$ cat src/rtl/core/vsa_pkg.sv
// Types and constants of the voice allocator.
// Used by the voice table, the top level and the testbench; depends on nothing.
package vsa_pkg;

   localparam int OWNER_W = 16;
   localparam int SUB_W   = 4;
   localparam int NOW_W   = 30;
   localparam int LEN_W   = 24;
   localparam int END_W   = 31;

   localparam logic [1:0] REQ_START    = 2'd0;
   localparam logic [1:0] REQ_STOP     = 2'd1;
   localparam logic [1:0] REQ_STOP_ALL = 2'd2;

   localparam logic [SUB_W-1:0] SUB_NONE = 4'h0;
   localparam logic [SUB_W-1:0] SUB_ANY  = 4'hF;

   typedef enum logic [1:0] {
      ST_IDLE,
      ST_SCAN,
      ST_DONE
   } vsa_state_type;

   typedef struct packed {
      logic [OWNER_W-1:0] owner;
      logic [SUB_W-1:0]   sub;
      logic [END_W-1:0]   end_time;
      logic               active;
   } vsa_entry_type;

   typedef struct packed {
      logic          wr_en;
      logic          clear_all;
      vsa_entry_type data;
   } vsa_tbl_cmd_type;

endpackage

$ cat src/rtl/core/vsa_if.sv
// Request and response channel interfaces of the voice allocator.
// Depends on nothing; used by the top level.
interface vsa_req_if;
   logic              valid;
   logic              ready;
   logic [1:0]        req_type;
   logic [15:0]       entity;
   logic signed [3:0] subchannel;
   logic [29:0]       now;
   logic [23:0]       sound_length;
   logic              playable;

   modport source (output valid, req_type, entity, subchannel, now, sound_length, playable,
                    input ready);
   modport sink (input valid, req_type, entity, subchannel, now, sound_length, playable,
                 output ready);
endinterface

interface vsa_rsp_if;
   logic       valid;
   logic       ready;
   logic       found;
   logic [2:0] voice;
   logic       started;

   modport source (output valid, found, voice, started, input ready);
   modport sink (input valid, found, voice, started, output ready);
endinterface

$ cat src/rtl/core/vsa_table.sv
// Voice table: one synchronous memory of voice entries, with a registered read.
// Per-entry valid bits make cleared entries read as zero. Depends on vsa_pkg.
module vsa_table import vsa_pkg::*; #(
   parameter int VOICES = 8,
   parameter int IDX_W  = 3
) (
   input  logic            clock,
   input  logic            reset,
   input  logic            rd_en,
   input  logic [IDX_W-1:0] rd_addr,
   output vsa_entry_type   rd_entry,
   input  vsa_tbl_cmd_type cmd,
   input  logic [IDX_W-1:0] wr_addr
);

   vsa_entry_type     mem [VOICES];
   vsa_entry_type     rd_data_ff;
   logic              rd_ok_ff;
   logic [VOICES-1:0] valid_ff;

   always_ff @(posedge clock) begin
      if (cmd.wr_en) begin
         mem[wr_addr] <= cmd.data;
      end
      if (rd_en) begin
         rd_data_ff <= mem[rd_addr];
         rd_ok_ff   <= valid_ff[rd_addr];
      end
   end

   always_ff @(posedge clock) begin
      if (reset || cmd.clear_all) begin
         valid_ff <= '0;
      end else if (cmd.wr_en) begin
         valid_ff[wr_addr] <= 1'b1;
      end
   end

   // a never-written or cleared entry reads as all zero
   assign rd_entry = rd_ok_ff ? rd_data_ff : '0;

endmodule

$ cat src/rtl/core/voice_stealing_allocator.sv
// Top level of the voice allocator: request decode, voice scan and response register.
// Depends on vsa_pkg, vsa_req_if, vsa_rsp_if and vsa_table.
//
// Usage:
//   req_ch carries start, stop and stop-all requests; one is taken at a time,
//   on a transfer while valid and ready are both high. rsp_ch returns exactly
//   one response (found, voice, started) for every request, in order.
//   csr_wr_en / csr_wr_data write the protected entity; write it only while idle.
// Sequence:
//   Start and stop read one voice a cycle from the table memory and stop at the
//   first match, then load the response register; the next request is taken
//   only after the response is loaded. Stop-all and unknown requests skip the
//   scan and load their response straight from the done state.
// Reset:
//   Synchronous reset empties the table (valid bits cleared at once, no sweep),
//   clears the protected entity and drops any pending response.
// Stall:
//   A finished response waits in the output register while the next request is
//   taken; a request completing behind a stalled response holds until it leaves.
module voice_stealing_allocator import vsa_pkg::*; #(
   parameter int VOICES = 8
) (
   input  logic        clock,
   input  logic        reset,
   vsa_req_if.sink     req_ch,
   vsa_rsp_if.source   rsp_ch,
   input  logic        csr_wr_en,
   input  logic [15:0] csr_wr_data
);

   localparam int IDX_W = $clog2(VOICES);
   localparam logic [IDX_W-1:0] LAST_IDX = IDX_W'(VOICES - 1);

   vsa_state_type      state_ff, state_in;
   logic [OWNER_W-1:0] prot_ff;

   logic [1:0]         rq_type_ff, rq_type_in;
   logic [OWNER_W-1:0] rq_ent_ff, rq_ent_in;
   logic [SUB_W-1:0]   rq_sub_ff, rq_sub_in;
   logic [NOW_W-1:0]   rq_now_ff, rq_now_in;
   logic [LEN_W-1:0]   rq_len_ff, rq_len_in;
   logic               rq_play_ff, rq_play_in;

   logic [IDX_W-1:0]   iss_ff, iss_in;
   logic               iss_done_ff, iss_done_in;
   logic               cmp_vld_ff, cmp_vld_in;
   logic [IDX_W-1:0]   cmp_idx_ff, cmp_idx_in;

   logic               have_ff, have_in;
   logic [IDX_W-1:0]   best_ff, best_in;
   logic [END_W-1:0]   best_end_ff, best_end_in;

   logic               res_found_ff, res_found_in;
   logic [IDX_W-1:0]   res_pick_ff, res_pick_in;
   logic               res_started_ff, res_started_in;

   logic               rsp_valid_ff, rsp_valid_in;
   logic               rsp_found_ff, rsp_found_in;
   logic [2:0]         rsp_voice_ff, rsp_voice_in;
   logic               rsp_started_ff, rsp_started_in;

   logic               tbl_rd_en;
   vsa_entry_type      ent;
   vsa_tbl_cmd_type    tbl_cmd;
   logic [IDX_W-1:0]   tbl_wr_addr;

   logic               req_xfer;
   logic               hit_start, hit_stop, skip, better, last;
   logic [END_W-1:0]   new_end;
   logic [IDX_W+2:0]   pick_ext;

   vsa_table #(.VOICES(VOICES), .IDX_W(IDX_W)) u_table (
      .clock    (clock),
      .reset    (reset),
      .rd_en    (tbl_rd_en),
      .rd_addr  (iss_ff),
      .rd_entry (ent),
      .cmd      (tbl_cmd),
      .wr_addr  (tbl_wr_addr)
   );

   // take nothing while reset is held
   assign req_ch.ready   = (state_ff == ST_IDLE) && !reset;
   assign req_xfer       = req_ch.valid && req_ch.ready;
   assign rsp_ch.valid   = rsp_valid_ff;
   assign rsp_ch.found   = rsp_found_ff;
   assign rsp_ch.voice   = rsp_voice_ff;
   assign rsp_ch.started = rsp_started_ff;

   // per-entry compare on the entry just read
   assign hit_start = (rq_sub_ff != SUB_NONE) && (ent.owner == rq_ent_ff)
                      && ((ent.sub == rq_sub_ff) || (rq_sub_ff == SUB_ANY));
   assign hit_stop  = (ent.owner == rq_ent_ff) && (ent.sub == rq_sub_ff);
   assign skip      = (ent.owner == prot_ff) && (rq_ent_ff != prot_ff) && ent.active;
   // end - now orders the same as end, since now is common to all voices
   assign better    = !skip && (!have_ff || (ent.end_time < best_end_ff));
   assign last      = (cmp_idx_ff == LAST_IDX);
   assign new_end   = rq_play_ff ? ({1'b0, rq_now_ff} + {7'b0, rq_len_ff}) : '0;
   assign pick_ext  = {3'b0, res_pick_ff};

   always_comb begin
      state_in       = state_ff;
      rq_type_in     = rq_type_ff;
      rq_ent_in      = rq_ent_ff;
      rq_sub_in      = rq_sub_ff;
      rq_now_in      = rq_now_ff;
      rq_len_in      = rq_len_ff;
      rq_play_in     = rq_play_ff;
      iss_in         = iss_ff;
      iss_done_in    = iss_done_ff;
      have_in        = have_ff;
      best_in        = best_ff;
      best_end_in    = best_end_ff;
      res_found_in   = res_found_ff;
      res_pick_in    = res_pick_ff;
      res_started_in = res_started_ff;
      rsp_found_in   = rsp_found_ff;
      rsp_voice_in   = rsp_voice_ff;
      rsp_started_in = rsp_started_ff;
      rsp_valid_in   = rsp_valid_ff && !rsp_ch.ready;
      tbl_rd_en      = 1'b0;
      tbl_cmd        = '0;
      tbl_wr_addr    = cmp_idx_ff;
      cmp_vld_in     = 1'b0;
      cmp_idx_in     = iss_ff;

      unique case (state_ff)
         ST_IDLE: begin
            if (req_xfer) begin
               rq_type_in     = req_ch.req_type;
               rq_ent_in      = req_ch.entity;
               rq_sub_in      = $unsigned(req_ch.subchannel);
               rq_now_in      = req_ch.now;
               rq_len_in      = req_ch.sound_length;
               rq_play_in     = req_ch.playable;
               iss_in         = '0;
               iss_done_in    = 1'b0;
               have_in        = 1'b0;
               res_found_in   = 1'b0;
               res_pick_in    = '0;
               res_started_in = 1'b0;
               if ((req_ch.req_type == REQ_START) || (req_ch.req_type == REQ_STOP)) begin
                  state_in = ST_SCAN;
               end else begin
                  tbl_cmd.clear_all = (req_ch.req_type == REQ_STOP_ALL);
                  state_in          = ST_DONE;
               end
            end
         end
         ST_SCAN: begin
            // issue one read a cycle until the last voice has been read
            if (!iss_done_ff) begin
               tbl_rd_en   = 1'b1;
               cmp_vld_in  = 1'b1;
               iss_in      = iss_ff + 1'b1;
               iss_done_in = (iss_ff == LAST_IDX);
            end
            if (cmp_vld_ff) begin
               if (rq_type_ff == REQ_START) begin
                  tbl_cmd.data.owner    = rq_ent_ff;
                  tbl_cmd.data.sub      = rq_sub_ff;
                  tbl_cmd.data.end_time = new_end;
                  tbl_cmd.data.active   = rq_play_ff;
                  if (hit_start) begin
                     tbl_cmd.wr_en  = 1'b1;
                     tbl_wr_addr    = cmp_idx_ff;
                     res_found_in   = 1'b1;
                     res_pick_in    = cmp_idx_ff;
                     res_started_in = rq_play_ff;
                     state_in       = ST_DONE;
                  end else if (last) begin
                     tbl_cmd.wr_en  = have_ff || better;
                     tbl_wr_addr    = better ? cmp_idx_ff : best_ff;
                     res_found_in   = have_ff || better;
                     res_pick_in    = (have_ff || better) ? tbl_wr_addr : '0;
                     res_started_in = (have_ff || better) && rq_play_ff;
                     state_in       = ST_DONE;
                  end else if (better) begin
                     have_in     = 1'b1;
                     best_in     = cmp_idx_ff;
                     best_end_in = ent.end_time;
                  end
               end else begin
                  // stop: free the voice, keep owner and subchannel
                  tbl_cmd.data.owner    = ent.owner;
                  tbl_cmd.data.sub      = ent.sub;
                  tbl_cmd.data.end_time = '0;
                  tbl_cmd.data.active   = 1'b0;
                  if (hit_stop) begin
                     tbl_cmd.wr_en = 1'b1;
                     tbl_wr_addr   = cmp_idx_ff;
                     res_found_in  = 1'b1;
                     res_pick_in   = cmp_idx_ff;
                     state_in      = ST_DONE;
                  end else if (last) begin
                     state_in = ST_DONE;
                  end
               end
            end
         end
         ST_DONE: begin
            // hold until the output register is free
            if (!rsp_valid_ff || rsp_ch.ready) begin
               rsp_valid_in   = 1'b1;
               rsp_found_in   = res_found_ff;
               rsp_voice_in   = pick_ext[2:0];
               rsp_started_in = res_started_ff;
               state_in       = ST_IDLE;
            end
         end
         default: begin
            state_in = ST_IDLE;
         end
      endcase
   end

   always_ff @(posedge clock) begin
      if (reset) begin
         state_ff     <= ST_IDLE;
         prot_ff      <= '0;
         rsp_valid_ff <= 1'b0;
         cmp_vld_ff   <= 1'b0;
         iss_done_ff  <= 1'b0;
         have_ff      <= 1'b0;
      end else begin
         state_ff     <= state_in;
         rsp_valid_ff <= rsp_valid_in;
         cmp_vld_ff   <= cmp_vld_in;
         iss_done_ff  <= iss_done_in;
         have_ff      <= have_in;
         if (csr_wr_en) begin
            prot_ff <= csr_wr_data;
         end
      end
   end

   always_ff @(posedge clock) begin
      rq_type_ff     <= rq_type_in;
      rq_ent_ff      <= rq_ent_in;
      rq_sub_ff      <= rq_sub_in;
      rq_now_ff      <= rq_now_in;
      rq_len_ff      <= rq_len_in;
      rq_play_ff     <= rq_play_in;
      iss_ff         <= iss_in;
      cmp_idx_ff     <= cmp_idx_in;
      best_ff        <= best_in;
      best_end_ff    <= best_end_in;
      res_found_ff   <= res_found_in;
      res_pick_ff    <= res_pick_in;
      res_started_ff <= res_started_in;
      rsp_found_ff   <= rsp_found_in;
      rsp_voice_ff   <= rsp_voice_in;
      rsp_started_ff <= rsp_started_in;
   end

endmodule

$ cat src/flat_wrapper.sv
// flat-port wrapper written by rule: the top's interface ports become plain ports
module voice_stealing_allocator_flat import vsa_pkg::*;
#(
   parameter int VOICES = 8
)
  (clock, reset, csr_wr_en, csr_wr_data, req_ch_valid, req_ch_req_type, req_ch_entity, req_ch_subchannel, req_ch_now, req_ch_sound_length, req_ch_playable, req_ch_ready, rsp_ch_valid, rsp_ch_found, rsp_ch_voice, rsp_ch_started, rsp_ch_ready);
  vsa_req_if req_ch_i ();
  vsa_rsp_if rsp_ch_i ();
  input  logic clock;
  input  logic reset;
  input  logic csr_wr_en;
  input  logic [15:0] csr_wr_data;
  input wire logic [$bits(req_ch_i.valid)-1:0] req_ch_valid;
  input wire logic [$bits(req_ch_i.req_type)-1:0] req_ch_req_type;
  input wire logic [$bits(req_ch_i.entity)-1:0] req_ch_entity;
  input wire logic [$bits(req_ch_i.subchannel)-1:0] req_ch_subchannel;
  input wire logic [$bits(req_ch_i.now)-1:0] req_ch_now;
  input wire logic [$bits(req_ch_i.sound_length)-1:0] req_ch_sound_length;
  input wire logic [$bits(req_ch_i.playable)-1:0] req_ch_playable;
  output wire logic [$bits(req_ch_i.ready)-1:0] req_ch_ready;
  output wire logic [$bits(rsp_ch_i.valid)-1:0] rsp_ch_valid;
  output wire logic [$bits(rsp_ch_i.found)-1:0] rsp_ch_found;
  output wire logic [$bits(rsp_ch_i.voice)-1:0] rsp_ch_voice;
  output wire logic [$bits(rsp_ch_i.started)-1:0] rsp_ch_started;
  input wire logic [$bits(rsp_ch_i.ready)-1:0] rsp_ch_ready;
  assign req_ch_i.valid = req_ch_valid;
  assign req_ch_i.req_type = req_ch_req_type;
  assign req_ch_i.entity = req_ch_entity;
  assign req_ch_i.subchannel = req_ch_subchannel;
  assign req_ch_i.now = req_ch_now;
  assign req_ch_i.sound_length = req_ch_sound_length;
  assign req_ch_i.playable = req_ch_playable;
  assign req_ch_ready = req_ch_i.ready;
  assign rsp_ch_valid = rsp_ch_i.valid;
  assign rsp_ch_found = rsp_ch_i.found;
  assign rsp_ch_voice = rsp_ch_i.voice;
  assign rsp_ch_started = rsp_ch_i.started;
  assign rsp_ch_i.ready = rsp_ch_ready;
  voice_stealing_allocator #(.VOICES(VOICES)) u_core (.clock(clock), .reset(reset), .req_ch(req_ch_i), .rsp_ch(rsp_ch_i), .csr_wr_en(csr_wr_en), .csr_wr_data(csr_wr_data));
endmodule
$ cat config.mk
export PLATFORM = sky130hd
export DESIGN_NAME = voice_stealing_allocator_flat
export DESIGN_NICKNAME = d
export VERILOG_FILES = /design/src/rtl/core/vsa_pkg.sv /design/src/rtl/core/vsa_if.sv /design/src/rtl/core/vsa_table.sv /design/src/rtl/core/voice_stealing_allocator.sv /design/src/flat_wrapper.sv
export SDC_FILE = /design/constraint.sdc
export NUM_CORES = 1
export LEC_CHECK = 0
export CORE_MARGIN = 2
export CORE_UTILIZATION = 45
export CTS_CLUSTER_DIAMETER = 60
export CTS_CLUSTER_SIZE = 40
export DETAILED_ROUTE_END_ITERATION = 7
export DONT_BUFFER_PORTS = 1
export GPL_ROUTABILITY_DRIVEN = 0
export PLACE_DENSITY_LB_ADDON = 0.15
export SETUP_SLACK_MARGIN = 0.5
export SYNTH_ARGS = -nofsm -noshare
export SYNTH_HDL_FRONTEND = slang
export SYNTH_SLANG_ARGS = --single-unit
$ cat constraint.sdc
create_clock -name clock -period 18.25 [get_ports clock]
set_input_delay 0.9125 -clock clock [delete_from_list [all_inputs] [get_ports clock]]
set_output_delay 0.9125 -clock clock [all_outputs]
set_load 0.05 [all_outputs]
---- Word level (Yosys, flattened, before mapping) ----
Memories as Yosys holds them, arrays and structs flattened. A register that Yosys moved wholly into a read port is not among the register bits.
Index checks and enable logic that the tools add are counted.
W data, S select, Z words.
operators by class
  add/sub/neg operators ................... 2
  $lt $le $gt $ge ......................... 4
  equal/unequal tests ..................... 22
  mux-type cells .......................... 69
  bitwise gates (word level) .............. 3
  reduce and logical (&&, ||, !) cells .... 37
operator list
  kind                  count
  $mux W52              4
  $mux W3               14
  $mux W1               33
  $eq A16 B16 Y1        2
  $add A30 B24 Y31      1
  $lt A31 B31 Y1        1
  $mux W31              1
  $mux W2               8
  $ne A16 B16 Y1        1
  $reduce_and A5 Y1     3
  $pmux W3 S2           2
  $logic_and A1 B1 Y1   11
  $ne A2 B1 Y1 const B  5
  $lt A3 B4 Y1 const B  2
  $or A8 B8 Y8          1
  $pmux W1 S2           4
  $reduce_and A7 Y1     1
  $eq A3 B3 Y1 const B  2
  $logic_not A2 Y1      3
  $logic_or A1 B1 Y1    6
  $ne A2 B2 Y1 const B  3
  $ne A3 B1 Y1 const B  2
  $pmux W2 S3           1
  $reduce_and A2 Y1     3
  15 further kinds      23
word-level totals
  bits in registers ....................... 158
  RAM bits ................................ 416
  input port bits ......................... 98
  logic and storage cells ................. 162
  memories kept ........................... 1
memories
  memory              depth  width  read ports  clocked after memory_dff  write ports  line             source
  u_core.u_table.mem  8      52     1           1                         1            vsa_table.sv:16  vsa_entry_type mem [VOICES];

---- Longest topological paths before layout ----
Gate-level depths: netlist (run 1).
  depth after elaboration ................. 17
  depth in mapped cells ................... 15
  gate-level depth less buffers ........... 11

---- By module ----
From an unflattened synthesis (run 1), not the netlist that was laid out.
unflattened totals
  cells, all modules ...................... 1479
  area total of the unflattened synthesis .. 26262.7 µm²
modules (own cells, without submodules)
  module                    instances  cells each  area an instance (µm²)  seq. area each (µm²)
  vsa_table                 1          740         18117.4                 14243.7
  voice_stealing_allocator  1          739         8145.3                  4224.1

---- Worst setup path before layout (run 1) ----
No wires, ideal clock.
  path kind ............................... register -> register
  start ................................... register u_core.u_table.rd_ok_ff
  end ..................................... memory u_core.u_table.mem[7][0] in the netlist's numbering (enable)
  data arrival time ....................... 5.245 ns
  path slack .............................. 12.541 ns
  cell stages (with the launch flop) ...... 15
  path buffers ............................ 4
  cells stage by stage .................... edfxtp_1 > buf_4 > buf_4 > buf_2 > clkbuf_1 > and2_1 > ha_1 > or4_1 > nor2_1 > a211o_1 > a21oi_1 > nor4b_4 > o31ai_2 > nand4bb_4 > nor2_1
RTL lines
  what                    line             source
  from (decl)             vsa_table.sv:18  logic rd_ok_ff;
  from (signal assigned)  vsa_table.sv:27  rd_ok_ff <= valid_ff[rd_addr];
  to (decl)               vsa_table.sv:16

==> impl_metrics.tcl, run 1 <==
set metrics [dict create \
    outcome "completed" \
    seq_area_frac_synth 0.706 \
    clk-insertion-delay-late_ns 0.62 \
    hold_path_class "in2reg" \
    stdcell_count 2318 \
    fin_skew_ns 0.0387 \
    vias 13052 \
    cts_setup_buffers 0 \
    rows 88 \
    slowest_stage "buf_4" \
    numCtsBuffers 44 \
    first_iter_violations 784 \
    hold_end "u_core.state_ff[1]" \
    final_hold_viol_count 0 \
    dpl_cell_area_um2 27100 \
    finalInstanceArea_um2 28800 \
    synth_area_leaders "edfxtp_1 (68%), mux4_2 (9.1%), ha_1 (2.7%)" \
    wl_per_cell_um 22.1 \
    fin_tns_setup_ns 0 \
    cts-root-buf "clkbuf_16" \
    path_cells "buf_4, and2_1, ha_1, or4_1, nor2_1, a211o_1, a21oi_1, nor4b_4, o31ai_2, nand4bb_4, nor2_4, buf_4" \
    ys_types 70 \
    avgViaCountPerCell 5.63 \
    hold_buffers 0 \
    hold_ws_ns 0.390 \
    critPathBufInv 2 \
    cpPeakStageDelay_ns 0.76 \
    synthFlopType "edfxtp_1" \
    ys_warn_count 0 \
    die_h_um 245 \
    fmax_mhz 223 \
    leakagePower_uw 0.00932 \
    min_period_ns 4.49 \
    rr_worst_depth 12 \
    grt_pass1_vias 13505 \
    clkTransAtPathRegs_ns 0.09 \
    holdPathStages 1 \
    hpwl_um 29600 \
    cp_max_fo 53 \
    dp_cells 2236 \
    synth_edf_count 593 \
    synth_seq_cells 626 \
    initial_utilization 0.454 \
    dr.pass1.iters 5 \
    drv_cap 0 \
    io_pins 105 \
    fp.dieW_um 245 \
    cp.arrival_ns 4.71 \
    vdd_drop_max_v 0.0000970 \
    postSynthAreaPerCell_um2 17.3 \
    fin_crit_sh 0.246 \
    path_class "reg2reg" \
    worst-slew-pin-transition_ns 1.20 \
    synth_nets 1664 \
    antenna_cells 0 \
    ys_async_sr_fraction 0 \
    netlist_instances 1509 \
    worstHoldStart "reset" \
    area_growth_pct 10.0 \
    yosys.area.top_type "edfxtp_1" \
    core-area_um2 57600 \
    clock_sinks 626 \
    cts_resized 0 \
    netlist.area_leader.share 0.681 \
    clk_path_buf_depth 3 \
    grt_max_degree 110 \
    io_buffers 0 \
    worstPathRequired_ns 18.47 \
    finalWirelength_um 51200 \
    critPathLaunchType "flop" \
    relSlewSlack 0.187 \
    powerDensity_nw_per_um2 99.9 \
    worst_setup_path_end_kind "flop" \
    grt_first_pass_wirelength_um 80300 \
    r2r-end "u_core.u_table.mem[7][4]" \
    reg2reg_slack_ns 13.76 \
    rsz0062_at_grt "no" \
    htree_levels 2 \
    grt_antenna_before_repair 2 \
    path_common_cell "buf_4" \
    nNetsFinal 1672 \
    crit_family "simple AND/OR/NAND/NOR gates" \
    fp.dieArea_um2 60100 \
    synth.cell_area_um2 26200 \
    drc 0 \
    final_antenna_net_count 0 \
    report.final.slew_viol_count 0 \
    r2r-start "u_core.u_table.rd_ok_ff" \
    drive_gt1_frac 0.185 \
    cts_tree "done" \
    setup-violations-final 0 \
    grt-ovfl-total 0 \
    total_power_uw 2880 \
    grt_use_total 0.175 \
]
-- final cells by class --
cell class	count	area [um^2]
Clock buffer	48	1160
Clock inverter	34	502
Fill cell	4745	28800
Inverter	41	155
Multi-Input combinational cell	784	7370
Sequential cell	626	18500
Tap cell	765	957
Timing Repair Buffer	20	175
-- report_power, final --
part	internal [uW]	total, uW	switching [uW]
clock network	518	1100	583
registers	1580	1600	19.6
logic	79.2	174	95.0
total	2180	2880	697
-- state kept, by name, indices dropped and copies added (netlist names), 2 cells and up --
name and count:
u_core.rq_sub_ff 4, u_core.cmp_idx_in 3, u_core.u_table.mem 416, u_core.rsp_ch.voice 3, u_core.best_end_ff 31, u_core.rq_len_ff 24, u_core.res_pick_ff 3, u_core.cmp_idx_ff 3
u_core.rq_now_ff 30, u_core.rq_type_ff 2, u_core.prot_ff 16, u_core.u_table.rd_data_ff 52, u_core.state_ff 2, u_core.u_table.valid_ff 8, u_core.rq_ent_ff 16, u_core.best_ff 3
-- layer usage --
metal	wire, um	up-vias	track usage
met2	24600	273	0.285
met1	23400	6705	0.248
li1	-	5997	-
met5	0	-	0
met3	2080	77	0.0235
met4	1160	0	0.0504
-- worst max path at each step --
| stage | startpoint | end | slack, ns | cells after the start |
|---|---|---|---|---|
| floorplan | u_core.u_table.rd_ok_ff | u_core.u_table.mem[7][0] | 12.54 | 14 |
| global placement | u_core.u_table.rd_ok_ff | u_core.u_table.mem[7][4] | 13.80 | 12 |
| detailed placement | u_core.u_table.rd_ok_ff | u_core.u_table.mem[7][3] | 13.72 | 12 |
| CTS | u_core.u_table.rd_ok_ff | u_core.u_table.mem[7][47] | 13.66 | 12 |
| global route | u_core.u_table.rd_ok_ff | u_core.u_table.mem[4][6] | 13.47 | 10 |
| finish | u_core.u_table.rd_ok_ff | u_core.u_table.mem[7][4] | 13.76 | 12 |
-- Yosys cell counts, types with 3 or more instances --
library cell and count:
o22ai_1 12, mux2_2 56, nand2b_1 12, nand3b_1 4, nor3_1 16, mux2i_1 19, dfxtp_1 33, a22oi_1 4
a21oi_1 60, clkbuf_1 38, nand3_1 42, or3_1 4, nor4_1 4, buf_1 14, a21o_1 19, nor4bb_1 5
xnor2_1 21, edfxtp_1 593, o211ai_1 3, ha_1 56, nand4_1 7, inv_1 41, o2111ai_1 4, and2_1 40
a32oi_1 3, nor2_1 78, nand4b_1 8, xor2_1 38, o21ai_0 15, o21bai_1 3, nor2b_1 6, nand2_1 52
and4_1 6, mux4_2 106, o31ai_1 8, and3_1 8, a31oi_1 5, a41oi_1 3, or4_1 3, o21a_1 20
-- cell usage in the layout (no fill, tap or decap), types with 6 or more instances in the layout --
master	instances
inv_8	6
clkbuf_16	46
inv_6	6
nand4b_1	8
inv_1	40
ha_1	56
nor3_1	15
dfxtp_1	33
nand2_1	52
nor2_4	9
mux2i_1	19
mux4_2	106
o22ai_1	12
nand2b_1	12
and4_1	6
nand4_1	7
and2_1	40
buf_4	18
o31ai_1	8
o21a_1	20
clkinv_8	6
xnor2_1	21
and3_1	8
a21oi_1	60
nand3_1	42
mux2_2	56
edfxtp_1	593
nor2b_1	6
inv_12	11
xor2_1	38
nor2_1	69
o21ai_0	15
a21o_1	19
-- logic make-up (layout without fill, tap and decap cells) --
kind of cell,after synthesis,in the layout,synth area share
and+or+nand+nor,306,306,0.0630
adders and majority gates,57,57,0.0275
DFF,626,626,0.706
muxes,181,181,0.123
xor gates and xnor gates,59,59,0.0198
AOI/OAI and AO/OA,181,181,0.0461
buffers and inverters,99,143,0.0152
-- stage by stage --
stage | utilization | setup WS [ns]
global route | 0.500 | 13.47
floorplan | - | 12.54
global placement | 0.471 | 13.80
finish | 0.500 | 13.76
detailed placement | 0.471 | 13.72
CTS | 0.500 | 13.66
(Power assumes the default switching activity.)
==> inputs of run 2 (changes only) <==
Settings changed: ABC_AREA set to 1.
Clock period 18.25 ns to 3.8 ns, I/O delays scaled along.
==> run 2 against run 1 <==
Effect of this change: clock skew is 0.0090 ns higher; design area is 9.6% higher; non-clock buffer count is 171 higher; hold slack worse by 0.19 ns; via count is 38% higher; core utilization is 3.6 points higher; synthesized area is 2.2% higher.
==> impl_metrics.tcl, run 2 <==
set metrics [dict create \
    grt_use_total 0.210 \
    grtUsageMet2 0.322 \
    die_h_um 248 \
    synthFlopType "edfxtp_1" \
    fp.dieW_um 248 \
    drc 0 \
    grt_util_met1 0.318 \
    netlist.area_leader.share 0.666 \
    seq_area_frac_synth 0.691 \
    finalWirelength_um 67200 \
    final_common_cell "edfxtp_1" \
    core-area_um2 58900 \
    ys_async_sr_fraction 0 \
    fmax_mhz 311 \
    netlist_instances 2376 \
    cts_tree "done" \
    rsz0062_at_grt "yes" \
    setup-violations-final 0 \
    drv_cap 0 \
    leakagePower_uw 0.0109 \
    top_regs "u_core.u_table.mem (416), u_core.u_table.rd_data_ff (52), u_core.best_end_ff (31)" \
    synth_common_cells "edfxtp_1 (593), nor2_1 (482), o21ai_0 (302)" \
    synth_edf_count 593 \
    postSynthAreaPerCell_um2 11.3 \
    dr.pass1.iters 7 \
    io_buffers 0 \
    fin_tns_setup_ns 0 \
    use_met3 0.0265 \
    gr-max-usage-layer "met2" \
    cp_max_fo 31 \
    cp.arrival_ns 3.49 \
    critPathLaunchType "flop" \
    htree_levels 2 \
    initial_utilization 0.454 \
    worst-slew-pin-transition_ns 0.883 \
    hpwl_um 38000 \
    clk-insertion-delay-late_ns 0.62 \
    numCtsBuffers 44 \
    grt-ovfl-total 0 \
    ys_types 40 \
    hold_path_class "in2reg" \
    final_antenna_net_count 0 \
    ys_warn_count 0 \
    yosys.area.top_type "edfxtp_1" \
    fp.dieArea_um2 61400 \
    clk_path_buf_depth 3 \
    synth_seq_cells 626 \
    clkTransAtPathRegs_ns 0.10 \
    io_pins 105 \
    fin_crit_sh 0.847 \
    worst_setup_path_end_kind "flop" \
    synthMostInstantiatedCell "edfxtp_1" \
    nFillCells 5009 \
    min_period_ns 3.22 \
    powerDensity_nw_per_um2 532 \
    top_register "u_core.u_table.mem" \
    synth_area_leaders "edfxtp_1 (67%), nor2_1 (6.8%), o21ai_0 (5.7%)" \
    largest_reg_flops 416 \
    cts-root-buf "clkbuf_16" \
    drive_gt1_frac 0.101 \
    nNetsFinal 2666 \
    synth.cell_area_um2 26700 \
    grt_pass1_vias 16826 \
    final_cell_mix "edfxtp_1 (593), nor2_1 (468), o21ai_0 (300)" \
    area_growth_pct 18.0 \
    relSlewSlack 0.411 \
    vias 17978 \
    setup_ws_ns 0.580 \
    wl_per_cell_um 20.2 \
    dpl_worst_slack_ns 0.335 \
    report.final.slew_viol_count 0 \
    rows 89 \
    worstPathRequired_ns 4.07 \
    synth_nets 2531 \
    fin_skew_ns 0.0477 \
    clock_sinks 626 \
    grt_antenna_before_repair 1 \
    final_hold_viol_count 0 \
    outcome "completed" \
    path_class "reg2reg" \
    grt_max_degree 141 \
    antenna_cells 0 \
    avgViaCountPerCell 5.42 \
    first_iter_violations 1984 \
    grt_first_pass_wirelength_um 98600 \
    vdd_drop_max_v 0.000492 \
]
## run 2: cell count changes in the layout (fill, tap and decap cells not counted), moves of 40 or more
cell	delta
o21ai_0	+285
mux2_2	-56
nor2_1	+399
o22ai_1	+41
nand2_1	+200
a21oi_1	+41
dlygate4sd3_1	+98
a31oi_1	+52
and2_1	-40
mux4_2	-106
inv_1	+140
## run 2: final timing paths
| kind | startpoint | to | slack, ns | cells after the start |
|---|---|---|---|---|
| min | req_ch_now[17] | u_core.rq_now_ff[17] | 0.20 | 1 |
| max | u_core.u_table.rd_ok_ff | u_core.u_table.mem[1][27] | 0.58 | 16 |
| min reg2reg | u_core.res_found_ff | u_core.rsp_ch.found | 0.43 | 0 |
| max reg2reg | u_core.u_table.rd_ok_ff | u_core.u_table.mem[1][27] | 0.58 | 16 |
## run 2: area by class of cell
class	count	area, um^2	share of cell area
multi-input cells	1453	7370	0.234
clock buffers	45	1130	0.0357
well taps	773	967	0.0307
clock inverters	37	532	0.0169
inverters	195	754	0.0239
repair buffers	191	2330	0.0738
flip-flops and latches	626	18500	0.586
## run 2: critical path: stages (launching register included)
cell and delay (ns):
edfxtp_1 0.40, buf_4 0.17, buf_4 0.15, buf_16 0.17
nand2_2 0.14, inv_2 0.05, nand2_1 0.05, nand2_1 0.10
nand3b_1 0.18, nor2_2 0.19, nand3_2 0.17, nand2_4 0.14
nand2_2 0.09, o21ai_2 0.23, nand2_4 0.10, nor2_4 0.24
clkbuf_16 0.31
## run 2: through the flow
step / utilization / hold WS (ns) / power [uW] / instances / area, um^2
after floorplan: - / 0.259 / 10400 / 2376 / 26800
after global placement: 0.475 / 0.261 / 11300 / 3102 / 28000
after detailed placement: 0.475 / 0.263 / 11300 / 3102 / 28000
after CTS: 0.524 / 0.153 / 16800 / 3291 / 30900
after global routing: 0.535 / 0.163 / 17500 / 3320 / 31500
final: 0.535 / 0.195 / 16800 / 3320 / 31500
## run 2: logic make-up (layout without fill, tap and decap cells)
logic type,Yosys count,in the layout,share of synthesized area
AND/OR/NAND/NOR,825,825,0.123
flip-flops,626,626,0.691
AO/OA/AOI/OAI,551,551,0.110
buffers and inverters,297,468,0.0431
adder cells (fa/ha/maj),57,57,0.0270
XOR/XNOR,20,20,0.00655
## run 2: report_power, final
part,leakage [uW],switching [uW],internal (uW)
Sequential,0.00499,211,7920
Clock,0.000800,2860,2510
Combinational,0.00509,2290,983
Total,0.0109,5360,11400
## run 2: timing repair
item | in CTS | in global routing
endpoints found under the hold margin | 107 | 0
pin swaps | 0 | 6
buffers inserted | 3 | 13
gates cloned | 6 | 16
endpoints found under the setup margin | 360 | 566
resized for setup | 18 | 54
hold buffers | 98 | 0
## run 2: per-layer routing
layer | wire length [um] | vias to the layer above
met2 | 30200 | 557
met5 | 0 | -
li1 | - | 8602
met3 | 4050 | 97
met4 | 1450 | 0
met1 | 31500 | 8722
